## src/rtl/core/hbmvc_ram.sv

```systemverilog
// Generic single-port synchronous RAM with registered read data.
`default_nettype none

module hbmvc_ram #(
  parameter int WIDTH = 8,
  parameter int DEPTH = 2
) (
  input  wire logic                                     clk_i,
  input  wire logic                                     we_i,
  input  wire logic                                     re_i,
  input  wire logic [((DEPTH > 1) ? $clog2(DEPTH) : 1)-1:0] addr_i,
  input  wire logic [WIDTH-1:0]                         wdata_i,
  output logic      [WIDTH-1:0]                         rdata_o
);

  logic [WIDTH-1:0] mem_q [DEPTH];

  always_ff @(posedge clk_i) begin
    if (we_i) begin
      mem_q[addr_i] <= wdata_i;
    end
    if (re_i) begin
      rdata_o <= mem_q[addr_i];
    end
  end

endmodule

`default_nettype wire

```

## config.mk

```make
export PLATFORM = sky130hd
export DESIGN_NAME = hbmvc_ram
export DESIGN_NICKNAME = d
export VERILOG_FILES = /design/src/rtl/core/hbmvc_ram.sv
export SDC_FILE = /design/constraint.sdc
export NUM_CORES = 1
export LEC_CHECK = 0
export ABC_CLOCK_PERIOD_IN_PS = 1700
export BUFFER_PORTS_ARGS = -buffer_cell sky130_fd_sc_hd__buf_4
export CAP_MARGIN = 20
export CORE_UTILIZATION = 50
export DETAILED_ROUTE_END_ITERATION = 6
export PLACE_DENSITY_LB_ADDON = 0.15
export REMOVE_ABC_BUFFERS = 1
export SKIP_LAST_GASP = 1
export SYNTH_ARGS = -nofsm -noshare
export SYNTH_HDL_FRONTEND = slang
export SYNTH_SLANG_ARGS = --single-unit
```

## constraint.sdc

```tcl
create_clock -name clk_i -period 1.7 [get_ports clk_i]
set_clock_uncertainty 0.05 [all_clocks]
set_input_delay 0.34 -clock clk_i [delete_from_list [all_inputs] [get_ports clk_i]]
set_output_delay 0.34 -clock clk_i [all_outputs]
set_load 0.01 [all_outputs]
```

# Yosys cells after proc, flatten, opt, wreduce, memory -nomap -nowiden
# Memory sizes are Yosys's and may differ from the RTL's. A register that Yosys moved wholly into a read port is not among the register bits.
# Index checks and enable logic that the tools add are counted.
op_classes:
  mux: 2
ops:
  columns: ["cell", "n"]
  rows:
  - ["$mux 1", 2]
word_totals:
  ff_bits: 0
  ramBits: 16
  input_bits: 12
  out_inout_bits: 8
  wordCells: 3
  mem_count: 1
mem_list:
  columns: ["memory", "words", "width", "read_ports", "rd_clocked_by_memory_dff", "write_ports", "line", "text"]
  rows:
  - ["mem_q", 2, 8, 1, 1, 1, "16", "logic [WIDTH-1:0] mem_q [DEPTH];"]

# Longest topological paths before layout
logic_depth:
  ltp_word: 2
  ltp_mapped: 2

# Least setup slack after synthesis
# OpenSTA, ideal clock, no wires.
synth_timing:
  kind: "input port to flip-flop"
  startpoint: "in addr_i"
  endpoint: "mem mem_q[0][0] (enable)"
  setup_ps: 309
  t_arrival_ps: 756
  slack_ps: 585
  stages: 2
  path_buffers: 1
  path_cell_list: "buf_6 -> and2b_2"
synth_lines:
  columns: ["item", "line", "text"]
  rows:
  - ["from (decl)", "11", "input wire logic [((DEPTH > 1) ? $clog2(DEPTH) : 1)-1:0] addr_i,"]
  - ["to (decl)", "16", null]
# No word-level cell before the write port.

# Final worst setup path
layout_timing:
  startpoint: "reg rdata_o[0] (read register of mem_q)"
  endpoint: "out rdata_o[0]"
layout_lines:
  columns: ["item", "line", "text"]
  rows:
  - ["from (decl)", "13", "output logic [WIDTH-1:0] rdata_o"]
# No word-level cell between the ends.

==> flow_summary.ini <==
[status]
status = complete, but fails checks
violations = design-rule violations

[clock_tree]
cts_root_buf = clkbuf_4
cts_sinks = 24
tritoncts = yes
cts.clk_slew.worst_paths_ns = 0.13
post_cts_buffers = 0
cts_max_path_buffers = 2
cts_resized = 0
cts_buffers = 3
hold_buffers = 0
clk-insertion-delay-late_ns = 0.32
htreeDepth = 1

[critical_path]
cpMaxStageDelayCell = edfxtp_1
critPathTopFamily = flip-flops
arrival_ns = 0.86
rr_endpoint = rdata_o[1]$_DFFE_PP_
worst-path-max-fanout = 1
critPathKind = flip-flop to output pin
slowest_delay_ns = 0.39
cp-start-kind = flip-flop
cp.required_ns = 1.31
cp_num_buf_inv = 1
timing.rr.start = mem_q[0][1]$_DFFE_PP_
crit_path_end_kind = output pin
crit_chain = buf_4
rrSetupSlack_ns = 0.74
path_depth = 1
r2r_cells = 1

[floorplanning]
design.portCount = 20
std_cell_rows = 14
start_util_pct = 55.70
dieArea_um2 = 1908
die_x_um = 43.68
core_area_um2 = 1559
fp.dieH_um = 43.68

[min_path]
hold_end = mem_q[1][0]$_DFFE_PP_
holdPathStages = 1
min_from = wdata_i[0]
hold_path.class = primary input to flip-flop

[timing]
tns_ns = 0
worst_slack_ns = 0.4496
drv_slew = 0
relSlewSlack_pct = 86.51
worstMarginPinSlew_ns = 0.2024
fmax_mhz = 799.7
grt_setup_unrepaired = false
hold_viol = 0
finalSetupViolations = 0
finalCritPeriodShare_pct = 73.55
min_period_ns = 1.250

[layout]
final_layout_size_suffix_gt1_share_pct = 57.89
num_antenna_cells = 0
nets = 70
area_growth_pct = 23.49
fillers = 102

[global_route]
grt_pass1_wl_um = 1635
grt_max_degree = 15
grt_pass1_vias = 388
grt-ovfl-total = 0
grt.total_usage_pct = 12.95
antenna_found_initial = 0

[drt]
drtIter0Drc = 6
drc = 2
via_per_inst = 5.247
finalWirelength_um = 1085
wl_per_cell_um = 14.86
ant_nets = 0
first_pass_iters = 6
vias = 383

[synthesis]
synthCells = 35
ys_ff_latch = 24
synth.distinct_cells = 5
ys_warn_count = 0
postSynthAreaPerCell_um2 = 24.81
seq_area_frac_synth_pct = 83.00
syn_area_um2 = 868.3

[place]
gp_congestion = 0.6339
io_buffer_count = 19
post-place-ws_ns = 0.4824

[pwr]
p_per_area_nw_per_um2 = 1128
ir_drop_uv = 938.2
leakagePower_nw = 0.4217

[job]
cap_violations = 0
-- registers in the layout, indices dropped and copies added (netlist names) --
| name | cells |
|---|---|
| rdata_o | 8 |
| mem_q | 16 |
-- how the worst max path moves through the flow --
stage	slack, ns	from	endpoint
CTS	0.44	rdata_o[0]$_DFFE_PP_	rdata_o[0]
global route	0.40	rdata_o[0]$_DFFE_PP_	rdata_o[0]
finish	0.45	rdata_o[0]$_DFFE_PP_	rdata_o[0]
floorplan	0.73	addr_i	mem_q[0][0]$_DFFE_PP_
global placement	0.51	addr_i	mem_q[0][7]$_DFFE_PP_
detailed placement	0.48	addr_i	mem_q[0][7]$_DFFE_PP_
-- stage by stage --
stage	hold WS [ns]	area [um^2]	std cells	utilization (%)	power, mW
5_1_grt	0.1196	1072	73	68.78	1.250
3_5_place_dp	0.4778	1020	69	65.41	0.8205
2_1_floorplan	0.3889	857.1	34	-	0.7633
6_report	0.1441	1072	73	68.78	1.209
4_1_cts	0.1423	1072	73	68.78	1.216
3_3_place_gp	0.4754	1020	69	65.41	0.8149
-- cells in the mapped netlist --
master	count	area, um^2
edfxtp_1	24	720.7
buf_6	1	11.26
and2b_2	1	8.760
and2_2	1	7.510
mux2_4	8	120.1
-- logic make-up after synthesis --
logic type	count (synthesis)	synth area share, %
muxes	8	13.83
DFF	24	83.00
buffers and inverters	1	1.297
and+or+nand+nor	2	1.874
-- report_power, final --
| part | leakage (nW) | switching, mW | internal [mW] | total [mW] |
|---|---|---|---|---|
| Clock | 0.0279 | 0.165 | 0.239 | 0.403 |
| Sequential | 0.228 | 0.0111 | 0.698 | 0.709 |
| Combinational | 0.165 | 0.0375 | 0.0591 | 0.0966 |
| Total | 0.422 | 0.213 | 0.996 | 1.21 |
-- layout by cell type, fill, tap and decap left out, drive strengths merged --
cell type	n
and2b	1
and2	1
buf	19
edfxtp	24
bufinv	1
clkbuf	3
mux2	8
-- routing by layer --
metal / vias up / share of wire (%) / GRT usage, %
met5: - / 0 / 0
met2: 18 / 53 / 21.79
met4: 0 / 1.3 / 7.500
li1: 179 / - / -
met3: 2 / 6.9 / 5.417
met1: 184 / 39 / 13.45
-- final cells by class --
type	count	area, um^2	share of cell area [%]
multi-input combinational	10	136.4	12.72
sequential	24	720.7	67.21
timing repair buffer	19	142.6	13.30
clock inverter	1	30.03	2.800
clock buffer	3	22.52	2.100
tap	16	20.02	1.867
(Power assumes the default switching activity.)
