File: config.mk
export PLATFORM = sky130hd
export DESIGN_NAME = hbmvc_sfh
export DESIGN_NICKNAME = d
export VERILOG_FILES = /design/src/rtl/core/hbmvc_pkg.sv /design/src/rtl/core/hbmvc_sfh.sv
export SDC_FILE = /design/constraint.sdc
export NUM_CORES = 1
export LEC_CHECK = 0
export ABC_AREA = 1
export BUFFER_PORTS_ARGS = -buffer_cell sky130_fd_sc_hd__buf_2
export CAP_MARGIN = 20
export CORE_UTILIZATION = 50
export DETAILED_ROUTE_END_ITERATION = 6
export PLACE_DENSITY_LB_ADDON = 0.25
export SYNTH_ARGS = -nofsm -noshare
export SYNTH_HDL_FRONTEND = slang
export SYNTH_SLANG_ARGS = --single-unit
export TNS_END_PERCENT = 1
File: constraint.sdc
create_clock -name clk_i -period 5.8 [get_ports clk_i]
set_input_delay 0.58 -clock clk_i [delete_from_list [all_inputs] [get_ports clk_i]]
set_output_delay 0.58 -clock clk_i [all_outputs]
set_load 0.05 [all_outputs]
File: src/rtl/core/hbmvc_pkg.sv
// Shared constants and types of the hashed bucket visited-state cache.
`default_nettype none

package hbmvc_pkg;

  // Fixed field widths of the channels
  localparam int KEY_W   = 64;
  localparam int FRAME_W = 16;
  localparam int HASH_W  = 32;

  // Parameter defaults
  localparam int BUCKETS_DEF  = 4096;
  localparam int WAYS_DEF     = 4;
  localparam int KEY_BITS_DEF = 64;

  // Item function codes
  localparam logic FUNC_INSERT = 1'b0;
  localparam logic FUNC_CLEAR  = 1'b1;

  // Finished hash handed from the hash unit to the bucket reduction
  typedef struct packed {
    logic              valid;
    logic [HASH_W-1:0] value;
  } hash_t;

endpackage

`default_nettype wire

File: src/rtl/core/hbmvc_sfh.sv
// Iterative SuperFastHash over the low key bytes, one round per cycle.
`default_nettype none

module hbmvc_sfh #(
  parameter int KEY_BITS = hbmvc_pkg::KEY_BITS_DEF
) (
  input  wire logic                        clk_i,
  input  wire logic                        rst_ni,
  input  wire logic                        start_i,
  input  wire logic [hbmvc_pkg::KEY_W-1:0] key_i,
  output hbmvc_pkg::hash_t                 hash_o
);

  localparam int KEY_BYTES = (KEY_BITS + 7) / 8;
  localparam int QUADS     = KEY_BYTES / 4;
  localparam int REMB      = KEY_BYTES % 4;

  typedef enum logic [4:0] {
    H_IDLE = 5'b00001,
    H_QUAD = 5'b00010,
    H_REM  = 5'b00100,
    H_FIN1 = 5'b01000,
    H_FIN2 = 5'b10000
  } h_state_e;

  localparam h_state_e H_FIRST = (QUADS > 0) ? H_QUAD : ((REMB > 0) ? H_REM : H_FIN1);

  h_state_e st_q, st_d;
  logic [1:0] cnt_q, cnt_d;
  logic done_q, done_d;
  logic [hbmvc_pkg::HASH_W-1:0] h_q, h_d;
  logic [hbmvc_pkg::KEY_W-1:0] key_q, key_d;

  logic [31:0] quad_a, quad_t, quad_b, quad_h;
  logic [31:0] r3_a, r3_b, r3_c, r3_h, r2_b, r2_h, r1_a, r1_b, r1_h, rem_h;
  logic [31:0] f1_a, f1_b, f1_h, f2_a, f2_b, f2_h;

  // One full block of four bytes
  assign quad_a = h_q + 32'(key_q[15:0]);
  assign quad_t = (32'(key_q[31:16]) << 11) ^ quad_a;
  assign quad_b = (quad_a << 16) ^ quad_t;
  assign quad_h = quad_b + (quad_b >> 11);

  // Trailing bytes; single bytes are sign extended
  assign r3_a = h_q + 32'(key_q[15:0]);
  assign r3_b = r3_a ^ (r3_a << 16);
  assign r3_c = r3_b ^ ({{24{key_q[23]}}, key_q[23:16]} << 18);
  assign r3_h = r3_c + (r3_c >> 11);
  assign r2_b = r3_a ^ (r3_a << 11);
  assign r2_h = r2_b + (r2_b >> 17);
  assign r1_a = h_q + {{24{key_q[7]}}, key_q[7:0]};
  assign r1_b = r1_a ^ (r1_a << 10);
  assign r1_h = r1_b + (r1_b >> 1);
  assign rem_h = (REMB == 3) ? r3_h : ((REMB == 2) ? r2_h : r1_h);

  // Final avalanche, split over the states H_FIN1 and H_FIN2
  assign f1_a = h_q ^ (h_q << 3);
  assign f1_b = f1_a + (f1_a >> 5);
  assign f1_h = f1_b ^ (f1_b << 4);
  assign f2_a = h_q + (h_q >> 17);
  assign f2_b = f2_a ^ (f2_a << 25);
  assign f2_h = f2_b + (f2_b >> 6);

  always_comb begin
    st_d   = st_q;
    cnt_d  = cnt_q;
    h_d    = h_q;
    key_d  = key_q;
    done_d = 1'b0;
    case (st_q)
      H_IDLE: begin
        if (start_i) begin
          h_d   = 32'(KEY_BYTES);
          key_d = key_i;
          cnt_d = '0;
          st_d  = H_FIRST;
        end
      end
      H_QUAD: begin
        h_d   = quad_h;
        key_d = key_q >> 32;
        cnt_d = cnt_q + 2'd1;
        if (cnt_q == 2'(QUADS - 1)) begin
          st_d = (REMB > 0) ? H_REM : H_FIN1;
        end
      end
      H_REM: begin
        h_d  = rem_h;
        st_d = H_FIN1;
      end
      H_FIN1: begin
        h_d  = f1_h;
        st_d = H_FIN2;
      end
      H_FIN2: begin
        h_d    = f2_h;
        done_d = 1'b1;
        st_d   = H_IDLE;
      end
      default: st_d = H_IDLE;
    endcase
  end

  always_ff @(posedge clk_i or negedge rst_ni) begin
    if (!rst_ni) begin
      st_q   <= H_IDLE;
      cnt_q  <= '0;
      done_q <= 1'b0;
    end else begin
      st_q   <= st_d;
      cnt_q  <= cnt_d;
      done_q <= done_d;
    end
  end

  always_ff @(posedge clk_i) begin
    h_q   <= h_d;
    key_q <= key_d;
  end

  assign hash_o = '{valid: done_q, value: h_q};

endmodule

`default_nettype wire

Word-level counts from Yosys, hierarchy flattened
Cells that the tools add are included.

cells by class
  bitwise logic cells = 6
  $add $sub $neg = 8
  eq/ne operators = 8
  reduce and logical (&&, ||, !) cells = 5
  muxes and demuxes = 10

operator list
  operator                                             count
  case mux 32 bit (5 select lines)                     1
  bitwise XOR 32 bit                                   5
  case mux 64 bit (2 select lines)                     1
  two-way mux 64 bit                                   1
  adder 32 x 15 -> 32 bit                              1
  adder 32 x 16 -> 32 bit                              1
  adder 32 x 21 -> 32 bit                              1
  adder 32 x 26 -> 32 bit                              1
  adder 32 x 27 -> 32 bit                              1
  adder 32 x 31 -> 32 bit                              1
  adder 32 bit                                         1
  two-way mux 32 bit                                   1
  bitwise XOR 27 x 32 -> 32 bit                        1
  case mux 5 bit (4 select lines)                      1
  two-way mux 5 bit                                    2
  AND reduction 2 bit                                  3
  equality test 5 x 1 -> 1 bit, second input constant  1
  equality test 5 x 2 -> 1 bit, second input constant  1
  equality test 5 x 3 -> 1 bit, second input constant  1
  equality test 5 x 4 -> 1 bit, second input constant  1
  equality test 5 bit, second input constant           1
  nonzero test 5 bit                                   1
  != test 2 bit, second input constant                 2
  case mux 2 bit (2 select lines)                      1
  5 further kinds                                      5

word-level totals
  register bits after elaboration = 104
  input port bits = 67
  output and inout port bits = 33

Depth between registers and ports, before layout
  depth in word-level cells = 5
  mapped depth = 32

Worst setup path before layout
No wires, ideal clock.

  kind = flip-flop to flip-flop
  start point = register h_q[1] (netlist bit)
  end point = register h_q[24] (netlist bit), data pin
  stages on the path, launching flop included = 25
  setup slack = 1415 ps
  data arrival time = 4123 ps
  path through = edfxtp_1 -> inv_1 -> fa_1 -> nor3_1 -> nor2_1 -> o21bai_4 -> a21oi_1 -> o21ai_0 -> nand2_1 -> nand2_1 -> xor2_1 -> ha_1 -> nand2_1 -> nor2_1 -> o21ai_0 -> nand2_1 -> a21oi_1 -> inv_1 -> a21oi_1 -> o21bai_1 -> nand3_1 -> nand2_1 -> or2_2 -> nand3_1 -> nand3_1

between the ends
  cells in the longest elaborated chain, start to end = 5

ends and longest elaborated chain
  element                               RTL line          RTL
  start, declared                       hbmvc_sfh.sv:31   logic [hbmvc_pkg::HASH_W-1:0] h_q, h_d;
  start signal, assigned                hbmvc_sfh.sv:117  h_q <= h_d;
  adder 32 x 16 -> 32 bit               --
  bitwise XOR 27 x 32 -> 32 bit         hbmvc_sfh.sv:40   assign quad_t = (32'(key_q[31:16]) << 11) ^ quad_a;
  bitwise XOR 32 bit                    hbmvc_sfh.sv:41   assign quad_b = (quad_a << 16) ^ quad_t;
  adder 32 x 21 -> 32 bit               hbmvc_sfh.sv:42   assign quad_h = quad_b + (quad_b >> 11);
  case mux 32 bit (5 select lines) (*)  hbmvc_sfh.sv:70   case (st_q)
  net h_d, one bit                      hbmvc_sfh.sv:31

The timed path passes the listed nets; every way through them passes the cells marked *.
A chain may end at the register's enable or synchronous reset.

Worst setup path in the final report
  start point = register h_q[18] (netlist bit)
  end point = register h_q[17] (netlist bit), data pin

Same word-level chain as after synthesis.

==> results.py <==
metrics = {
    "placement": {
        "hpwl_um": 42000,
        "io_buffers": 99,
        "place_area_um2": 13900,
        "placed_cells": 2401,
        "gp_congestion": 1.04,
        "place_ws_ns": 0.566,
    },
    "yosys": {
        "netlist_top_cells_area": "edfxtp_1, nand2_1, ha_1, inv_1, nand3_1",
        "synth_seq_cells": 103,
        "yosys_warnings": 0,
        "ys.flop_type": "edfxtp_1",
        "avgSynthCellArea_um2": 6.54,
        "syn-cell-area_um2": 13000,
        "syn-num-nets": 2165,
        "synth_top_cell_area_share_pct": 22.2,
        "ys_seq_area_share_pct": 23.5,
        "synth_cells": 1988,
        "synth_enable_flop_cells": 96,
        "ys_async_sr_fraction_pct": 6.80,
        "yosys.area.top_type": "edfxtp_1",
        "synth.distinct_cells": 53,
    },
    "clock_network": {
        "post_cts.repair.setup_buffers": 0,
        "clockBufferDepth": 2,
        "clkTransAtPathRegs_ns": 0.09,
        "tritoncts": "yes",
        "cts_htree_levels": 3,
        "post_cts_resize_count": 0,
        "clockRootBuffer": "clkbuf_16",
        "cts.sink_count": 103,
        "hold_buffers": 0,
        "numCtsBuffers": 9,
        "clk_latency_ns": 0.37,
    },
    "timing": {
        "period_share_pct": 93.0,
        "fin_ws_ns": 0.408,
        "finalSetupTns_ns": 0,
        "max_slew_margin_pct": 25.6,
        "fmaxAchievable_ghz": 0.185,
        "min_period_ns": 5.39,
        "max_slew.worst_pin.slew_ns": 1.11,
        "final_hold_viol_count": 0,
        "rsz0062_at_grt": "false",
        "setup_viol": 0,
        "clock_skew_ns": 0.0134,
        "maxSlewViolCount": 0,
    },
    "final_layout": {
        "seq_area_um2": 3060,
        "postLayoutCellArea_um2": 14200,
        "drive_above_1_share_pct": 10.7,
        "fill_cells": 2506,
        "multiInputGateArea_um2": 8750,
        "syn_to_final_growth_pct": 9.51,
        "finalNonFillerCells": 2418,
        "layout.nets": 2259,
    },
    "worst_setup_path": {
        "crit_fanout": 9,
        "cpMostUsedCell": "a21oi_1",
        "cp_top_family": "compound AO/OA/AOI/OAI gates",
        "crit_slowest_cell": "edfxtp_1",
        "critPathKind": "register to register",
        "cp_slowest_stage_delay_ns": 0.95,
        "critical_path_required_ns": 5.91,
        "path_buf_inv": 1,
        "worstPathArrival_ns": 5.50,
        "crit_path_cell_trace": "inv_1, fa_1, nor3_1, nor2_1, o21bai_4, a21oi_1, o21ai_0, xor2_1, ha_1, nand2_1, nor2_1, a21oi_1, o21ai_0, nand2_1, o21bai_1, a21oi_1, or2_2, nand3_1, nand3_1",
        "critPathLaunchType": "register",
        "end_kind": "register",
    },
    "run": {
        "maxCapViolCount": 0,
    },
    "grt": {
        "grt_max_degree": 74,
        "grt_pass1_wl_um": 75900,
        "antenna_found_initial": 3,
        "grt_overflow_total": 0,
        "grt_pass1_vias": 13100,
        "grt.total_usage_pct": 38.8,
    },
    "floorplanning": {
        "fp.dieH_um": 163,
        "pin_count": 100,
        "initial_core_util_pct": 51.3,
        "die-area_um2": 26600,
        "coreArea_um2": 25300,
        "fp-row-count": 58,
        "fp.dieW_um": 163,
    },
    "status": {
        "status": "complete, no violations",
    },
    "routing": {
        "finalWirelength_um": 50900,
        "ant_nets": 0,
        "drtPass1Iterations": 6,
        "viasPerCell": 5.77,
        "drcViolationCount": 0,
        "drt_iter0_drc": 1327,
        "num_vias": 13900,
        "post_drt_wl_per_cell_um": 21.1,
    },
    "hold_path": {
        "hold_path.class": "input port to asynchronous set/reset pin",
    },
}
## worst register-to-register path: cells and delay by family (launching register included)
| family | cells | cell delay (ns) |
|---|---|---|
| and+or+nand+nor | 8 | 1.28 |
| AOI/OAI and AO/OA | 7 | 1.60 |
| adders and majority gates | 2 | 0.90 |
| xor gates and xnor gates | 1 | 0.19 |
| buffers and inverters | 1 | 0.21 |
| DFF | 1 | 0.95 |
## Yosys cell counts (9+ instances only)
| master | n |
|---|---|
| o211ai_1 | 10 |
| nor3_1 | 27 |
| edfxtp_1 | 96 |
| o21ai_0 | 84 |
| nand3b_1 | 9 |
| inv_1 | 268 |
| nor4_1 | 9 |
| xnor2_1 | 40 |
| buf_4 | 11 |
| or2_2 | 20 |
| nand4_1 | 22 |
| o21bai_1 | 9 |
| xor2_1 | 85 |
| nand3_1 | 161 |
| clkbuf_1 | 20 |
| nand3_2 | 11 |
| nor2_2 | 11 |
| nand2_2 | 25 |
| a21oi_1 | 141 |
| nor2_1 | 157 |
| ha_1 | 105 |
| nand2_1 | 585 |
## cell families (layout without fill, tap and decap cells)
family	after synthesis	count (layout)	synth area share [%]
AO/OA/AOI/OAI	282	282	12.0
XOR/XNOR	128	128	8.90
adder cells (fa/ha/maj)	110	110	10.9
buffers and inverters	310	409	9.30
flip-flops	103	103	23.5
other	0	1	0
AND/OR/NAND/NOR	1055	1055	35.4
## area by class of cell
type,instances,area share (%)
Multi-Input combinational cell,1575,61.5
Sequential cell,103,21.5
Inverter,275,7.25
Timing Repair Buffer,118,4.48
Tap cell,330,2.90
Clock buffer,9,1.58
Clock inverter,7,0.774
Antenna cell,1,0.0176
## per-layer routing
metal	global-route usage (%)	wire, um
met1	46.6	20000
met4	21.5	3250
met2	64.8	23100
met3	7.80	4620
met5	0	20
## sequential cells by signal, summed over array words and instances (netlist names)
signal  flops
key_q      64
h_q        32
st_q        4
cnt_q       2
done_q      1
## worst paths after layout
path / to / depth (start not counted) / slack (ns) / start
setup / recovery: h_q[17] / 19 / 0.41 / h_q[18]
hold / removal: done_q / 1 / 0.03 / rst_ni
min in group clk_i: key_q[16] / 3 / 0.46 / key_i[16]
setup reg to reg: h_q[17] / 19 / 0.41 / h_q[18]
max in group asynchronous: st_q[0] / 1 / 5.52 / rst_ni
hold reg to reg: cnt_q[0] / 1 / 0.49 / cnt_q[0]
## stage by stage
| stage | util [%] | hold slack [ns] |
|---|---|---|
| after floorplan | - | 0.284 |
| after global placement | 54.9 | 0.426 |
| after detailed placement | 54.9 | 0.430 |
| after CTS | 56.2 | 0.0320 |
| after global routing | 56.2 | 0.0404 |
| final | 56.2 | 0.0324 |
## cell usage in the layout, fill, tap and decap left out, types with 6 or more instances in the layout
master | synthesis | layout
or2_2 | 20 | 20
xor2_1 | 85 | 85
nand3b_1 | 9 | 9
clkbuf_16 | 0 | 9
a21o_1 | 7 | 7
nor2_2 | 11 | 11
nand3_2 | 11 | 11
xnor2_1 | 40 | 40
edfxtp_1 | 96 | 96
buf_2 | 3 | 99
nand2_2 | 25 | 26
dfrtp_1 | 6 | 6
nor3_1 | 27 | 25
nand3_1 | 161 | 161
nor4_1 | 9 | 9
nor2_1 | 157 | 157
a31oi_1 | 7 | 7
buf_4 | 11 | 19
o21bai_1 | 9 | 9
inv_2 | 7 | 7
nand4_1 | 22 | 22
nand2_1 | 585 | 584
o211ai_1 | 10 | 10
ha_1 | 105 | 105
a21oi_1 | 141 | 140
inv_1 | 268 | 268
o21ai_0 | 84 | 84
Power is not shown: default switching activity piles up to over one toggle a cycle in this logic, so the estimate is an artifact.
