### src/rtl/core/hbmvc_pkg.sv
// Shared constants and types of the hashed bucket visited-state cache.
`default_nettype none

package hbmvc_pkg;

  // Fixed field widths of the channels
  localparam int KEY_W   = 64;
  localparam int FRAME_W = 16;
  localparam int HASH_W  = 32;

  // Parameter defaults
  localparam int BUCKETS_DEF  = 4096;
  localparam int WAYS_DEF     = 4;
  localparam int KEY_BITS_DEF = 64;

  // Item function codes
  localparam logic FUNC_INSERT = 1'b0;
  localparam logic FUNC_CLEAR  = 1'b1;

  // Finished hash handed from the hash unit to the bucket reduction
  typedef struct packed {
    logic              valid;
    logic [HASH_W-1:0] value;
  } hash_t;

endpackage

`default_nettype wire

### src/rtl/core/hbmvc_reduce.sv
// Three-stage hash modulo BUCKETS by reciprocal multiply and one correction.
`default_nettype none

module hbmvc_reduce #(
  parameter int BUCKETS = hbmvc_pkg::BUCKETS_DEF
) (
  input  wire logic                 clk_i,
  input  wire logic                 rst_ni,
  input  hbmvc_pkg::hash_t          hash_i,
  output logic                      idx_valid_o,
  output logic [((BUCKETS > 1) ? $clog2(BUCKETS) : 1)-1:0] idx_o
);

  localparam int BW = (BUCKETS > 1) ? $clog2(BUCKETS) : 1;
  // floor(2^32 / BUCKETS): quotient estimate is short by at most one
  localparam logic [31:0] MAGIC = (BUCKETS == 1) ? 32'hFFFF_FFFF
                                                 : 32'((64'd1 << 32) / 64'(BUCKETS));
  localparam logic [31:0] BUCKET_C = 32'(BUCKETS);

  logic        v1_q, v2_q, v3_q;
  logic [31:0] h1_q, h2_q, q1_q, qb2_q, r3_q;
  logic [63:0] prod;
  logic [31:0] r32, r_fix;

  assign prod  = {32'd0, hash_i.value} * {32'd0, MAGIC};
  assign r32   = h2_q - qb2_q;
  assign r_fix = (r32 >= BUCKET_C) ? (r32 - BUCKET_C) : r32;

  always_ff @(posedge clk_i or negedge rst_ni) begin
    if (!rst_ni) begin
      v1_q <= 1'b0;
      v2_q <= 1'b0;
      v3_q <= 1'b0;
    end else begin
      v1_q <= hash_i.valid;
      v2_q <= v1_q;
      v3_q <= v2_q;
    end
  end

  always_ff @(posedge clk_i) begin
    h1_q  <= hash_i.value;
    q1_q  <= prod[63:32];
    h2_q  <= h1_q;
    qb2_q <= q1_q * BUCKET_C;
    r3_q  <= r_fix;
  end

  assign idx_valid_o = v3_q;
  assign idx_o       = r3_q[BW-1:0];

endmodule

`default_nettype wire
### config.mk
export PLATFORM = sky130hd
export DESIGN_NAME = hbmvc_reduce
export DESIGN_NICKNAME = d
export VERILOG_FILES = /design/src/rtl/core/hbmvc_pkg.sv /design/src/rtl/core/hbmvc_reduce.sv
export SDC_FILE = /design/constraint.sdc
export NUM_CORES = 1
export LEC_CHECK = 0
export BUFFER_PORTS_ARGS = -buffer_cell sky130_fd_sc_hd__buf_4
export CORE_MARGIN = 2
export CORE_UTILIZATION = 35
export DETAILED_ROUTE_END_ITERATION = 12
export GPL_TIMING_DRIVEN = 0
export MAX_ROUTING_LAYER = met4
export PLACE_DENSITY = 0.7
export SYNTH_ARGS = -nofsm -noshare
export SYNTH_HDL_FRONTEND = slang
export SYNTH_SLANG_ARGS = --single-unit
### constraint.sdc
create_clock -name clk_i -period 0.8 [get_ports clk_i]
set_input_delay 0.08 -clock clk_i [delete_from_list [all_inputs] [get_ports clk_i]]
set_output_delay 0.08 -clock clk_i [all_outputs]
set_load 0.03 [all_outputs]
# Word-level counts from Yosys, hierarchy flattened
# Index checks and enable logic that the tools add are counted.
[totals]
output_inout_bits = 13
input_bits = 35
elab_cells = 12
regBits = 119
[op_classes]
magnitude_cmp = 1
addsub = 2
n_mux = 1
[ops]
columns = ["op", "n"]
rows = [
  ["$ge 32x13->1 const B", 1],
  ["$sub 32x32->32", 1],
  ["$mux 12", 1],
  ["$sub 12x1->12 const B", 1],
]

# Longest topological paths before layout
# Gate-level depths: netlist of run 1.
[logic_depth]
ltp_word = 3
depth_mapped = 0
mapped_depth_nobuf = 0

# Worst setup path before layout of run 1
# OpenSTA, ideal clock, no wires.
[synth_path]
path_kind = "register -> output"
startpoint = "register v3_q, in the netlist idx_valid_o"
endpoint = "output port idx_valid_o"
slack_ns = 0.253
arrival_ns = 0.467
path_stages_with_launch = 1
cell_sequence = "dfrtp_1"
[synth_rtl]
columns = ["item", "line", "source"]
rows = [
  ["from (decl)", "hbmvc_reduce.sv:20", "logic v1_q, v2_q, v3_q;"],
  ["from (signal assigned)", "hbmvc_reduce.sv:37", "v3_q <= v2_q;"],
  ["to (decl)", "hbmvc_reduce.sv:10", "output logic idx_valid_o,"],
]
# No word-level cell between the ends.

# Final worst setup path of run 1
[layout_path]
startpoint = "register v3_q, in the netlist idx_valid_o"
endpoint = "output port idx_valid_o"
# No word-level cell between the ends.

==> results by group, run 1 <==
Final layout
  – Comb_multi_in: 0
  – Reg area: 810.8 um2
  – Multi-input logic area: 0 um2
  – Commonest non-fill, non-tap cells in the layout: dfxtp_1, dlygate4sd3_1, buf_4
  – Post-layout util: 59.22%
  – Share of layout cells above drive strength 1: 52.27%
  – Nets: 122
  – Filler cells: 174
  – Number of antenna diodes: 0
  – Area Growth Syn to Fin: 63.05%
  – Leading cell type in the layout, fill and taps excluded: dfxtp_1

Power
  – Final Power: 0.003293 W
  – VDD IR max: 1.151 mV
  – Power Density: 2538 nW/um2
  – LEAKAGE: 0.5785 nW

Critical path
  – Critical-path maximum fanout: 1
  – WP data required: 720 ps
  – Critical Path, Cell by Cell: buf_6
  – Crit path from: idx_valid_o
  – Slowest-stage cell, CP: dfrtp_1
  – Worst setup SP type: flop
  – Reg-to-reg critical path endpoint: v2_q
  – Crit path to: idx_valid_o
  – Buf/Inv on CP: 1
  – R2r setup slk: 310 ps
  – Crit path DAT: 840 ps
  – Worst-case reg-to-reg path depth: 0
  – Top delay family on crit path: flip-flops
  – Slowest stage delay, CP: 390 ps
  – CP Depth: 1
  – Critical path type: flop to output pin
  – Worst flop-to-flop path startpoint: v1_q
  – Setup crit end kind: output pin

Synthesis
  – Post-Synthesis Cell Area: 795.8 um2
  – Synth warnings: 0
  – Sequential fraction of the synthesis area: 100.0%
  – Post-synth cell types: 2
  – Syn Nets: 74
  – Top cells by area, synth: dfxtp_1, dfrtp_1
  – Synth Instances: 39
  – Yosys top cell area share: 90.57%
  – Yosys reg bits: 39
  – Avg Inst Size Synth: 20.40 um2
  – Yosys top cell by area: dfxtp_1

Detailed routing
  – Drt initial violations: 1
  – Vias: 423
  – DRT Pass-1 Iters: 2
  – Detail Route Antenna Nets: 0
  – DRT Wirelength: 1.246 mm
  – Drt wl/cell: 10.74 um
  – DR DRC count: 0
  – Vias/cell: 3.647

Floorplan
  – Initial Util: 36.32%
  – Die ar.: 2671 um2
  – Std cell rows: 17
  – Io pins: 48
  – Core box area: 2191 um2
  – Die Wd: 51.68 um
  – Vert. Die Dim: 51.68 um

Global route
  – Global route overflow: 0
  – Antenna violations before repair: 0
  – Vias in the first global route: 439
  – Largest net degree at the start of global routing: 13
  – Total track usage: 10.79%
  – Wire length of the first global-routing pass: 1.814 mm

Run status
  – Status: finished, violations left
  – Failing checks: negative setup slack

Timing
  – Final setup vio count: 13
  – Clk_skew: 7.392 ps
  – Final worst path period need: 916.3 ps
  – RSZ-0062 raised after global routing: yes
  – Worst hold margin: 81.70 ps
  – Fin. max-slew vios: 0
  – Final period util: 114.5%
  – Final WS setup: -116.3 ps
  – Max-slew headroom: 93.22%
  – Final Hold Viols: 0
  – Worst slew pin tran: 101.7 ps
  – Peak Freq: 1091 MHz

Clocking
  – Max Root-Sink Buffers: 2
  – CTS sink cnt: 39
  – Clk Latency, worst-skew pair: 310 ps
  – Htree depth: 2
  – Cts bufs inserted: 5
  – CTS clk-pin slew, worst paths: 100 ps
  – Root Buffer Master: clkbuf_4
  – CTS tree: yes

Place
  – GPL Wtd Cong: 0.5295
  – I/O Buffers: 27

Flow run
  – Max_cap viols: 0

Min path
  – Hold Crit Class: input pin to asynchronous set/reset pin
## layout make-up
type | instances | area share (%)
Sequential cell | 39 | 62.49
Tap cell | 28 | 2.700
Clock inverter | 1 | 0.3857
Timing Repair Buffer | 41 | 30.18
Clock buffer | 7 | 4.243
## layer usage
layer / up-vias / part of all wire, % / global-route usage, % / wire length, um
met1: 190 / 33 / 7.394 / 416
met3: 2 / 5.2 / 4.310 / 65
met2: 19 / 61 / 20.94 / 757
met4: 0 / 0.56 / 7.895 / 7
li1: 212 / - / - / -
met5: - / 0 / - / 0
## stage by stage
stage	setup TNS (ps)	setup slack, ps	area, um2	cells
after detailed placement	0	221.2	1033	94
final	-702.5	-116.3	1297	116
after floorplan	0	252.6	795.8	39
after CTS	-930.1	-132.2	1297	116
after global placement	0	219.8	1033	94
after global routing	-1262	-163.4	1297	116
## cells in the mapped netlist
cell type,n
dfxtp_1,36
dfrtp_1,3
## worst min path at each step
stage / to / slack (ps) / cells past startpoint
detailed placement: v1_q / -130 / 1
floorplan: idx_valid_o / -220 / 0
finish: idx_valid_o / 80 / 2
CTS: v1_q / 60 / 2
global route: idx_valid_o / 70 / 2
global placement: v1_q / -130 / 1
## sequential cells by signal (all words and copies together), names as in the netlist
name and cells:
r3_q 12, v2_q 1, h2_q 12, v1_q 1
h1_q 12, idx_valid_o 1
## logic make-up after synthesis
family,after synthesis,share of synthesized area (%)
flops,39,100.0
## power by group
part           switching [W]  internal (W)  total (W)
logic               0.000105      0.000150   0.000255
registers          0.0000325       0.00205    0.00209
clock network       0.000527      0.000426   0.000953
## what timing repair did
item | in CTS | in global routing
endpoints found under the hold margin | 16 | 0
hold buffers | 14 | 0
buffers inserted | 0 | 0
pin swaps | 0 | 0
resized for setup | 25 | 0
setup endpoints to repair | 13 | 13
Note: power is estimated with default switching activity, not from simulation.
==> run 2: changes to the inputs <==
--- a/config.mk
+++ b/config.mk
@@ -11,7 +11,7 @@
 export DETAILED_ROUTE_END_ITERATION = 12
 export GPL_TIMING_DRIVEN = 0
 export MAX_ROUTING_LAYER = met4
-export PLACE_DENSITY = 0.7
+export PLACE_DENSITY = 0.82
 export SYNTH_ARGS = -nofsm -noshare
 export SYNTH_HDL_FRONTEND = slang
 export SYNTH_SLANG_ARGS = --single-unit
==> run 2 against run 1 <==
Compared with the run above:
- the flow still finishes with violations (negative setup slack)
- critical path depth did not move
- non-clock buffer count did not move
- sequential power barely moved
- cell area rose by 0.96%
- via count fell by 1.9%
- sequential share of layout area fell by 0.60 points
- core utilization rose by 0.57 points
- first-iteration DRC count fell by 100%
- die area did not move
- sequential cell count did not move
- combinational power barely moved
- critical endpoint unchanged
==> results by group, run 2 (same netlist as run 1, synthesis figures left out) <==
Run status
  – Status: finished, violations left
  – Failing checks: negative setup slack

Floorplan
  – Die ar.: 2671 um2
  – Initial Util: 36.32%
  – Core box area: 2191 um2
  – Io pins: 48
  – Std cell rows: 17
  – Die Wd: 51.68 um
  – Vert. Die Dim: 51.68 um

Timing
  – Final period util: 115.3%
  – Worst slew pin tran: 109.1 ps
  – Final setup vio count: 13
  – Final Hold Viols: 0
  – Final worst path period need: 922.4 ps
  – Worst hold margin: 80.03 ps
  – Fin. max-slew vios: 0
  – Final WS setup: -122.4 ps
  – Clk_skew: 11.65 ps
  – Max-slew headroom: 92.73%
  – RSZ-0062 raised after global routing: yes
  – Peak Freq: 1084 MHz

Place
  – Placed Instances: 94
  – GPL Wtd Cong: 0.5405
  – Post-Place Worst Slack: 213.5 ps
  – I/O Buffers: 27

Clocking
  – CTS clk-pin slew, worst paths: 100 ps
  – CTS sink cnt: 39
  – Post-CTS Setup Bufs: 0
  – Clk Latency, worst-skew pair: 320 ps
  – CTS tree: yes
  – Cts bufs inserted: 5
  – Max Root-Sink Buffers: 2
  – Root Buffer Master: clkbuf_4
  – Htree depth: 2

Critical path
  – Worst flop-to-flop path startpoint: v1_q
  – Buf/Inv on CP: 1
  – Critical-path maximum fanout: 1
  – Worst-case reg-to-reg path depth: 0
  – Reg-to-reg critical path endpoint: v2_q
  – Slowest stage delay, CP: 390 ps
  – R2r setup slk: 310 ps
  – Worst setup SP type: flop
  – Critical path type: flop to output pin
  – Top delay family on crit path: flip-flops
  – WP data required: 720 ps
  – Setup crit end kind: output pin
  – Critical Path, Cell by Cell: buf_6
  – Slowest-stage cell, CP: dfrtp_1
  – Crit path DAT: 840 ps

Detailed routing
  – Detail Route Antenna Nets: 0
  – DRT Pass-1 Iters: 1
  – Vias/cell: 3.578
  – Vias: 415
  – Drt wl/cell: 10.79 um
  – DRT Wirelength: 1.252 mm
  – DR DRC count: 0
  – Drt initial violations: 0

Power
  – Power Density: 2609 nW/um2
  – VDD IR max: 1.502 mV
  – LEAKAGE: 0.5807 nW

Final layout
  – Nets: 122
  – Share of layout cells above drive strength 1: 53.41%
  – Commonest non-fill, non-tap cells in the layout: dfxtp_1, dlygate4sd3_1, buf_4
  – Final Non-Filler Cells: 116
  – Number of antenna diodes: 0
  – Multi-input logic area: 0 um2
  – Leading cell type in the layout, fill and taps excluded: dfxtp_1
  – Post-layout util: 59.79%
  – Comb_multi_in: 0
  – Area Growth Syn to Fin: 64.62%
  – Biggest regs: h1_q (12), h2_q (12), r3_q (12)

Global route
  – Largest net degree at the start of global routing: 13
  – Total track usage: 11.08%
  – Gr busiest metal: met2
  – Global route overflow: 0
  – Met3 usage: 6.034%
  – M1 GR Usage: 9.720%
  – Antenna violations before repair: 0
  – Vias in the first global route: 430
  – GR Util met2: 17.95%
  – Wire length of the first global-routing pass: 1.856 mm

Min path
  – Hold Crit Class: input pin to asynchronous set/reset pin

Flow run
  – Max_cap viols: 0
run 2: cell count changes in the layout (fill, tap and decap cells not counted):
| cell | delta |
|---|---|
| clkinv_2 | -1 |
| clkbuf_1 | -1 |
| clkbuf_8 | +1 |
| clkinvlp_4 | +1 |
run 2: repair_timing:
action / in CTS / in global routing
endpoints found under the hold margin: 16 / 0
hold buffers: 14 / 0
endpoints found under the setup margin: 13 / 13
gates resized for setup: 25 / 0
run 2: layout make-up:
cell class	instances	area, um2
clock buffer	7	65.06
timing repair buffer	41	391.6
fill	168	880.8
tap	28	35.03
sequential	39	810.8
clock inverter	1	7.507
run 2: how the worst max path moves through the flow:
stage                           start           to  slack [ps]  depth (start not counted)
final                     idx_valid_o  idx_valid_o        -120                          1
after CTS                 idx_valid_o  idx_valid_o        -150                          1
after floorplan           idx_valid_o  idx_valid_o         250                          0
after global routing      idx_valid_o  idx_valid_o        -190                          1
after global placement    idx_valid_o  idx_valid_o         220                          1
after detailed placement  idx_valid_o  idx_valid_o         210                          1
run 2: layer usage:
| metal | routed length [um] | share of wire, % | up-vias |
|---|---|---|---|
| met4 | 27 | 2.2 | 0 |
| met3 | 86 | 6.9 | 4 |
| met1 | 469 | 37 | 173 |
| met5 | 0 | 0 | - |
| met2 | 669 | 53 | 24 |
| li1 | - | - | 214 |
run 2: report_power, final:
part / switching (W) / internal [W] / total (W) / leakage, nW
logic: 0.000105 / 0.000150 / 0.000255 / 0.204
clock network: 0.000563 / 0.000514 / 0.00108 / 0.0375
registers: 0.0000323 / 0.00205 / 0.00209 / 0.339
total: 0.000700 / 0.00272 / 0.00342 / 0.581
run 2: stage by stage:
step	total power [W]	cell area, um2	setup TNS (ps)
2_1_floorplan	0.002180	795.8	0
3_3_place_gp	0.002286	1033	0
3_5_place_dp	0.002296	1033	0
4_1_cts	0.003459	1310	-1157
5_1_grt	0.003579	1310	-1550
6_report	0.003417	1310	-861.3
==> run 3: changes to the inputs <==
==> config.mk (replaced) <==
export PLATFORM = sky130hd
export DESIGN_NAME = hbmvc_reduce
export DESIGN_NICKNAME = d
export VERILOG_FILES = /design/src/rtl/core/hbmvc_pkg.sv /design/src/rtl/core/hbmvc_reduce.sv
export SDC_FILE = /design/constraint.sdc
export NUM_CORES = 1
export LEC_CHECK = 0
export CORE_MARGIN = 2
export CORE_UTILIZATION = 49
export CTS_CLUSTER_SIZE = 16
export DETAILED_ROUTE_END_ITERATION = 12
export DONT_BUFFER_PORTS = 1
export GPL_TIMING_DRIVEN = 0
export MAX_ROUTING_LAYER = met4
export PLACE_DENSITY = 0.66
export SYNTH_ARGS = -nofsm -noshare
export SYNTH_HDL_FRONTEND = slang
export SYNTH_SLANG_ARGS = --single-unit
==> run 3 against run 2 <==
Compared with the run above:
- clock skew is 7.6 ps lower
- register-to-register slack barely moved
- sequential share of layout area up 16 points
- highest routed layer is now met3
- the flow still finishes with violations (negative setup slack)
- die area shrank 27%
- clock power fell by 5%
- cell area shrank 17%
- final cell count is 33% lower
- routed wire length shrank 33%
==> results by group, run 3 (same netlist as run 1, synthesis figures left out) <==
Global route
  – Global route overflow: 0
  – Antenna violations before repair: 0
  – Largest net degree at the start of global routing: 12
  – Total track usage: 10.94%
  – Vias in the first global route: 339
  – Wire length of the first global-routing pass: 1.304 mm

Timing
  – RSZ-0062 raised after global routing: yes
  – Final period util: 108.3%
  – Fin. max-slew vios: 0
  – Max-slew headroom: 89.71%
  – Worst slew pin tran: 153.8 ps
  – Final setup vio count: 1
  – Final worst path period need: 866.3 ps
  – Final WS setup: -66.34 ps
  – Clk_skew: 4.024 ps
  – Final Hold Viols: 0
  – Setup TNS: -66.34 ps
  – Peak Freq: 1154 MHz

Flow run
  – Max_cap viols: 0

Final layout
  – Leading cell type in the layout, fill and taps excluded: dfxtp_1
  – Multi-input logic area: 0 um2
  – Biggest regs: h1_q (12), h2_q (12), r3_q (12)
  – Filler cells: 105
  – Area Growth Syn to Fin: 35.85%
  – Comb_multi_in: 0
  – Number of antenna diodes: 0
  – Share of layout cells above drive strength 1: 32.26%
  – Commonest non-fill, non-tap cells in the layout: dfxtp_1, dlygate4sd3_1, dfxtp_4
  – Nets: 96
  – Design area: 1081 um2
  – Final Non-Filler Cells: 78
  – Post-layout util: 71.76%

Power
  – Power Density: 2978 nW/um2
  – VDD IR max: 2.294 mV
  – LEAKAGE: 0.4431 nW

Clocking
  – Htree depth: 2
  – Root Buffer Master: clkbuf_4
  – CTS clk-pin slew, worst paths: 100 ps
  – Max Root-Sink Buffers: 2
  – CTS tree: yes
  – Cts bufs inserted: 5
  – Clk Latency, worst-skew pair: 300 ps
  – CTS sink cnt: 39
  – Post-CTS Setup Bufs: 0

Critical path
  – Worst setup SP type: flop
  – Critical-path maximum fanout: 1
  – Critical path type: flop to output pin
  – WP data required: 720 ps
  – Setup crit end kind: output pin
  – Crit path DAT: 790 ps

Floorplan
  – Io pins: 48
  – Core box area: 1506 um2
  – Initial Util: 52.82%
  – Std cell rows: 14
  – Vert. Die Dim: 44.30 um
  – Die ar.: 1962 um2
  – Die Wd: 44.30 um

Place
  – I/O Buffers: 0
  – GPL Wtd Cong: 0.5765
  – Area post-placement: 815.8 um2
  – Placed Instances: 55

Run status
  – Failing checks: negative setup slack
  – Status: finished, violations left

Detailed routing
  – Vias/cell: 4.167
  – Drt initial violations: 5
  – DRT Wirelength: 839 um
  – Drt wl/cell: 10.76 um
  – Vias: 325
  – DR DRC count: 0
  – Detail Route Antenna Nets: 0
  – DRT Pass-1 Iters: 2

Min path
  – Hold Crit Class: input pin to flop
==> run 3: cell count changes in the layout (fill, tap and decap cells not counted), sizes merged <==
cell / delta
clkinvlp: -1
buf: -27
dlygate4sd3: +1
clkbuf: +1
==> run 3: cell type report <==
type / count / area (um2) / share of cell area, %
clock buffer: 8 / 68.82 / 6.366
timing repair buffer: 15 / 150.1 / 13.89
tap: 16 / 20.02 / 1.852
sequential: 39 / 842.1 / 77.89
==> run 3: worst paths after layout <==
kind                             start           to  slack [ps]  depth (start not counted)
max                        idx_valid_o  idx_valid_o         -70                          0
min                          hash_i[4]      h1_q[4]         310                          1
max reg2reg                       v2_q  idx_valid_o         310                          0
min reg2reg                    h2_q[6]      r3_q[6]         330                          0
max in group asynchronous       rst_ni  idx_valid_o          90                          2
min in group asynchronous       rst_ni  idx_valid_o         550                          2
==> run 3: power breakdown <==
group | leakage [nW] | switching [W] | internal (W)
clock | 0.0386 | 0.000516 | 0.000517
sequential | 0.342 | 0.0000966 | 0.00203
combinational | 0.0626 | 0.00000966 | 0.0000481
==> run 3: metrics by stage <==
step	hold slack (ps)	total power, W	setup slack, ps
2_1_floorplan	-215.6	0.002180	252.6
3_3_place_gp	-215.5	0.002187	247.4
3_5_place_dp	-215.5	0.002192	237.9
4_1_cts	1.034	0.003262	-85.98
5_1_grt	275.1	0.003368	-122.7
6_report	310.7	0.003219	-66.34
==> run 3: per-layer routing <==
| metal | wire length (um) | GRT usage (%) |
|---|---|---|
| met3 | 64 | 9.796 |
| met5 | 0 | - |
| met2 | 478 | 18.82 |
| met1 | 296 | 7.671 |
| met4 | 0 | 3.636 |
==> run 3: repair_timing <==
item	in CTS	in global routing
hold endpoints to repair	16	3
endpoints found under the setup margin	13	13
resized for setup	25	0
hold buffers	14	1
